**src/sicu_pkg.sv**
```systemverilog
// Shared types and constants for the sequence interleave check unit.
// No dependencies; used by the controller, datapath, top level and checker.
`default_nettype none

package sicu_pkg;

  localparam int MAX_LEN_DEF = 1024;

  localparam int OP_W       = 2;
  localparam int POS_W      = 11;
  localparam int ELEM_W     = 16;
  localparam int LEN_W      = 11;
  localparam int CFG_IDX_W  = 1;
  localparam int CFG_DATA_W = 11;

  typedef enum logic [OP_W-1:0] {
    OP_LOAD_FIRST  = 2'd0,
    OP_LOAD_SECOND = 2'd1,
    OP_LOAD_MERGED = 2'd2,
    OP_EVALUATE    = 2'd3
  } op_t;

  localparam logic [CFG_IDX_W-1:0] CFG_FIRST_LENGTH  = 1'b0;
  localparam logic [CFG_IDX_W-1:0] CFG_SECOND_LENGTH = 1'b1;

  // Controller to datapath commands
  typedef struct packed {
    logic load_en;  // store write for an accepted load transfer
    logic row_rd;   // issue row setup reads (first[x-1], merged[x-1])
    logic row_ld;   // setup data back: latch column zero and row element
    logic cell_rd;  // issue reads for cell (x, y)
  } cmd_t;

endpackage

`default_nettype wire

```
**src/sicu_ctrl.sv**
```systemverilog
// Controller for the sequence interleave check unit: handshake, length
// registers, table sweep sequencer and result register. Uses sicu_pkg.
`default_nettype none

module sicu_ctrl #(
  parameter int MAX_LEN = sicu_pkg::MAX_LEN_DEF,
  localparam int CNT_W = $clog2(MAX_LEN + 1)
) (
  input  wire logic                            clk,
  input  wire logic                            rst_n,
  input  wire logic                            cfg_we,
  input  wire logic [sicu_pkg::CFG_IDX_W-1:0]  cfg_index,
  input  wire logic [sicu_pkg::CFG_DATA_W-1:0] cfg_data,
  input  wire logic                            in_valid,
  output logic                                 in_stall,
  input  wire logic [sicu_pkg::OP_W-1:0]       in_operation,
  output logic                                 out_valid,
  input  wire logic                            out_stall,
  output logic                                 out_possible,
  output sicu_pkg::cmd_t                       cmd,
  output logic [CNT_W-1:0]                     x,
  output logic [CNT_W-1:0]                     y,
  input  wire logic                            result
);

  typedef enum logic [2:0] {
    ST_IDLE,
    ST_ROW_RD,
    ST_ROW_LD,
    ST_CELL,
    ST_DRAIN,
    ST_FINISH
  } state_t;

  state_t                      state_r, state_nxt;
  logic [sicu_pkg::LEN_W-1:0]  first_len_r, first_len_nxt;
  logic [sicu_pkg::LEN_W-1:0]  second_len_r, second_len_nxt;
  logic [CNT_W-1:0]            n1_r, n1_nxt;
  logic [CNT_W-1:0]            n2_r, n2_nxt;
  logic [CNT_W-1:0]            x_r, x_nxt;
  logic [CNT_W-1:0]            y_r, y_nxt;
  logic                        out_valid_r, out_valid_nxt;
  logic                        out_possible_r, out_possible_nxt;

  logic        accept;
  logic        is_eval;
  logic [31:0] first_len32;
  logic [31:0] second_len32;
  logic [CNT_W-1:0] n1_clamp;
  logic [CNT_W-1:0] n2_clamp;

  assign in_stall = (state_r != ST_IDLE);
  assign accept   = in_valid && !in_stall;
  assign is_eval  = (sicu_pkg::op_t'(in_operation) == sicu_pkg::OP_EVALUATE);

  // lengths above the store depth saturate
  assign first_len32  = 32'(first_len_r);
  assign second_len32 = 32'(second_len_r);
  assign n1_clamp = (first_len32 > 32'(MAX_LEN)) ? CNT_W'(MAX_LEN) : CNT_W'(first_len32);
  assign n2_clamp = (second_len32 > 32'(MAX_LEN)) ? CNT_W'(MAX_LEN) : CNT_W'(second_len32);

  always_comb begin
    cmd.load_en = accept && !is_eval;
    cmd.row_rd  = (state_r == ST_ROW_RD);
    cmd.row_ld  = (state_r == ST_ROW_LD);
    cmd.cell_rd = (state_r == ST_CELL);
  end

  always_comb begin
    state_nxt        = state_r;
    first_len_nxt    = first_len_r;
    second_len_nxt   = second_len_r;
    n1_nxt           = n1_r;
    n2_nxt           = n2_r;
    x_nxt            = x_r;
    y_nxt            = y_r;
    out_valid_nxt    = out_valid_r && out_stall;
    out_possible_nxt = out_possible_r;

    if (cfg_we) begin
      if (cfg_index == sicu_pkg::CFG_FIRST_LENGTH) begin
        first_len_nxt = cfg_data;
      end else if (cfg_index == sicu_pkg::CFG_SECOND_LENGTH) begin
        second_len_nxt = cfg_data;
      end
    end

    case (state_r)
      ST_IDLE: begin
        if (accept && is_eval) begin
          n1_nxt    = n1_clamp;
          n2_nxt    = n2_clamp;
          x_nxt     = '0;
          state_nxt = ST_ROW_RD;
        end
      end
      ST_ROW_RD: begin
        state_nxt = ST_ROW_LD;
      end
      ST_ROW_LD: begin
        if (n2_r == '0) begin
          if (x_r == n1_r) begin
            state_nxt = ST_FINISH;
          end else begin
            x_nxt     = x_r + CNT_W'(1);
            state_nxt = ST_ROW_RD;
          end
        end else begin
          y_nxt     = CNT_W'(1);
          state_nxt = ST_CELL;
        end
      end
      ST_CELL: begin
        if (y_r == n2_r) begin
          state_nxt = ST_DRAIN;
        end else begin
          y_nxt = y_r + CNT_W'(1);
        end
      end
      ST_DRAIN: begin
        if (x_r == n1_r) begin
          state_nxt = ST_FINISH;
        end else begin
          x_nxt     = x_r + CNT_W'(1);
          state_nxt = ST_ROW_RD;
        end
      end
      ST_FINISH: begin
        // wait for the output register to free up
        if (!out_valid_r || !out_stall) begin
          out_valid_nxt    = 1'b1;
          out_possible_nxt = result;
          state_nxt        = ST_IDLE;
        end
      end
      default: begin
        state_nxt = ST_IDLE;
      end
    endcase
  end

  always_ff @(posedge clk) begin
    if (!rst_n) begin
      state_r      <= ST_IDLE;
      out_valid_r  <= 1'b0;
      first_len_r  <= '0;
      second_len_r <= '0;
    end else begin
      state_r        <= state_nxt;
      out_valid_r    <= out_valid_nxt;
      first_len_r    <= first_len_nxt;
      second_len_r   <= second_len_nxt;
      n1_r           <= n1_nxt;
      n2_r           <= n2_nxt;
      x_r            <= x_nxt;
      y_r            <= y_nxt;
      out_possible_r <= out_possible_nxt;
    end
  end

  assign out_valid    = out_valid_r;
  assign out_possible = out_possible_r;
  assign x            = x_r;
  assign y            = y_r;

endmodule

`default_nettype wire

```
**config.mk**
```make
export PLATFORM = sky130hd
export DESIGN_NAME = sicu_ctrl
export DESIGN_NICKNAME = d
export VERILOG_FILES = /design/src/sicu_pkg.sv /design/src/sicu_ctrl.sv
export SDC_FILE = /design/constraint.sdc
export NUM_CORES = 1
export LEC_CHECK = 0
export BUFFER_PORTS_ARGS = -buffer_cell sky130_fd_sc_hd__buf_2
export CAP_MARGIN = 10
export CORE_MARGIN = 3
export CORE_UTILIZATION = 45
export CTS_BUF_LIST = sky130_fd_sc_hd__clkbuf_8
export CTS_CLUSTER_SIZE = 16
export DETAILED_ROUTE_END_ITERATION = 6
export GPL_ROUTABILITY_DRIVEN = 0
export PLACE_DENSITY = 0.63
export SLEW_MARGIN = 10
export SYNTH_ARGS = -nofsm -noshare
export SYNTH_HDL_FRONTEND = slang
export SYNTH_SLANG_ARGS = --single-unit
```
**constraint.sdc**
```tcl
create_clock -name clk -period 2.7 [get_ports clk]
set_input_delay 0.135 -clock clk [delete_from_list [all_inputs] [get_ports clk]]
set_output_delay 0.135 -clock clk [all_outputs]
set_load 0.05 [all_outputs]
```
==> reports/results.tsv <==
metric	value	unit
status	finished clean	
relative slew slack	56.83	%
minimum clock period	2.218	ns
# port buffers	48	
routed length per placed instance	14.41	um
Setup CP Type	flop to flop	
Final Routed Wirelength	7033	um
PwrDens	683.0	nW/um^2
CP Launch Type	flop	
clock sinks	71	
Min-Delay Path Class	input port to flop	
Critical Path Max Stage Delay	0.47	ns
Core Region	7370	sq um
Final Non-Filler Cells	488	
worst path bufs/invs	0	
GR Overflow Total	0	
achievable frequency	450.9	MHz
1st-iter DRT viols	133	
clock buffer depth	2	
Synth cell types	46	
RSZ-0062 raised after global routing	no	
post-synthesis register bit count	71	
worst endpoint data arrival time	2.21	ns
critical path required time	2.69	ns
final slew viol count	0	
TritonRoute pass-1 iters	4	
fin nets	406	
drt drc	0	
area of the die	8782	sq um
overall power consumption	2.728	mW
Area growth syn-to-layout	15.36	%
initial antenna violation count	0	
sequential share of the synthesized area	54.07	%
max cap viols	0	
area of the mapped netlist	3462	sq um
Vias	2522	
clk root buf	clkbuf_8	
cts bufs inserted	9	
final total negative setup slack	0	ns
Post-Place Cells	471	
Total GRT Usage	17.40	%
Syn Nets	360	
Die H	93.71	um
Die X	93.71	um
Worst Max-Slew Pin Slew	0.6463	ns
Ports	49	
Leak	1.466	nW
post-detail-place hpwl	5136	um
antenna-violating nets left	0	
number of global-route vias before repair	2364	
Initial Utilization	46.98	%
Via density	5.168	
first-pass GRT wire length	11860	um
family with the most delay on the worst path	compound AO/OA/AOI/OAI gates	
CTS HTree Levels	3	
Synth Warn #	0	
Fin. Hold Viols	0	
Worst Setup End Kind	flop	
Mapped Cells	338	
clk slew on worst S/H paths	0.08	ns
Slowest-stage cell, CP	dfxtp_1	
Final setup viols	0	
VDD IR max	0.3195	mV
cells along the critical path	nor2b_1 > nand2_1 > a41oi_1 > o21a_1	
layout cell share with drive strength beyond 1	20.05	%
Clock Latency Late Sink	0.35	ns
CTS tree	yes	
Critical Path Fanout Max	11	
Avg Synthesized Cell Area	10.24	sq um
Rows	31	
number of inserted diodes	0	
Period Utilization, post-route	82.15	%
largest net degree at the start of global routing	31	
Max Clock Skew	0.01132	ns
worst min-delay path: cells and delay by family:
family                 cells  cell delay, ns
buffers and inverters      1            0.11
AOI/OAI and AO/OA          1            0.06
and+or+nand+nor            1            0.05
state kept, by name, indices dropped and copies added (netlist names):
signal,count
first_len_r,11
n1_r,11
n2_r,11
out_possible,1
out_valid,1
second_len_r,11
state_r,3
x,11
y,11
synthesized netlist by cell type (all sizes together):
library cell | count | area (sq um)
a21oi | 12 | 60.06
edfxtp | 45 | 1351
nand2b | 4 | 25.02
clkbuf | 14 | 62.56
nor2 | 16 | 60.06
a31oi | 1 | 6.260
o21a | 2 | 15.01
nor2b | 22 | 137.6
o21ai | 7 | 35.03
ha | 2 | 25.02
inv | 4 | 15.01
a211oi | 1 | 7.510
nor4 | 2 | 12.51
a41oi | 1 | 8.760
o21bai | 1 | 7.510
and2 | 1 | 6.260
nand4bb | 1 | 11.26
a22oi | 2 | 15.01
o31ai | 3 | 22.52
xor2 | 7 | 61.31
a21boi | 23 | 172.7
o21ba | 1 | 10.01
xnor2 | 25 | 219.0
or4 | 4 | 30.03
and3 | 7 | 48.80
or3b | 2 | 17.52
mux2i | 1 | 10.01
nor3 | 4 | 31.28
dfxtp | 26 | 520.5
o211ai | 2 | 15.01
nand3 | 16 | 90.09
or2 | 2 | 12.51
nand2 | 64 | 240.2
nand4 | 4 | 37.53
or3 | 4 | 25.02
buf | 4 | 28.78
and2b | 1 | 7.510
layer usage:
metal	up-vias	track usage (%)	part of all wire (%)
met5	-	0	0
met2	49	25.96	45
met3	6	4.808	4.2
met4	0	5.415	1.0
li1	1274	-	-
met1	1193	24.59	49
per-stage QoR:
step                util, %  hold WS [ns]  worst slack, ns  instance area, sq um
finish                54.19       0.05479           0.4821                  3994
global route          54.19       0.03625           0.2866                  3994
CTS                   54.19       0.03773           0.4826                  3994
detailed placement    51.09        0.3246           0.5237                  3765
global placement      51.09        0.3160           0.6312                  3765
floorplan                 -        0.2339           0.4482                  3462
logic make-up after synthesis:
family	Yosys count	synth area share, %
buffers and inverters	22	3.072
DFF	71	54.07
adders and majority gates	2	0.7227
and+or+nand+nor	154	22.91
AOI/OAI and AO/OA	56	10.84
muxes	1	0.2891
xor gates and xnor gates	32	8.095
cells in the final DEF, fill, tap and decap left out, drive strengths merged, types with 9 or more instances in the layout:
| master | synthesis | layout |
|---|---|---|
| a21boi | 23 | 23 |
| a21oi | 12 | 12 |
| buf | 4 | 52 |
| clkbuf | 14 | 9 |
| dfxtp | 26 | 26 |
| edfxtp | 45 | 45 |
| nand2 | 64 | 64 |
| nand3 | 16 | 16 |
| nor2 | 16 | 16 |
| nor2b | 22 | 22 |
| xnor2 | 25 | 25 |
timing repair:
action                                  4_1_cts  5_1_grt
buffers inserted                              0        0
endpoints found under the setup margin        0        0
hold endpoints to repair                      1        0
hold buffers                                  1        0
gates resized for setup                       0        0
path summary, 6_finish.rpt:
check / slack [ns] / start / cells after the start / endpoint
worst min register to register: 0.46 / first_len_r[5]$_SDFFE_PN0P_ / 2 / first_len_r[5]$_SDFFE_PN0P_
worst min-delay path: 0.05 / cfg_data[3] / 3 / second_len_r[3]$_SDFFE_PN0P_
worst max-delay path: 0.48 / state_r[1]$_SDFFE_PN0P_ / 4 / y[6]$_SDFFCE_PN0P_
worst max register to register: 0.48 / state_r[1]$_SDFFE_PN0P_ / 4 / y[6]$_SDFFCE_PN0P_
layout make-up:
type                            count  area [sq um]
Fill cell                         696          3376
Sequential cell                    71          1872
Multi-Input combinational cell    245          1484
Timing Repair Buffer               53         280.3
Clock buffer                        9         123.9
Tap cell                           99         123.9
Clock inverter                      7         95.09
Inverter                            4         15.01
report_power, final:
group | total, mW | leakage [nW] | switching (mW) | internal [mW]
registers | 1.31 | 0.630 | 0.0796 | 1.23
logic | 0.482 | 0.724 | 0.330 | 0.152
clock network | 0.937 | 0.112 | 0.415 | 0.522
total | 2.73 | 1.47 | 0.825 | 1.90
Power figures use the tool's default switching activity.
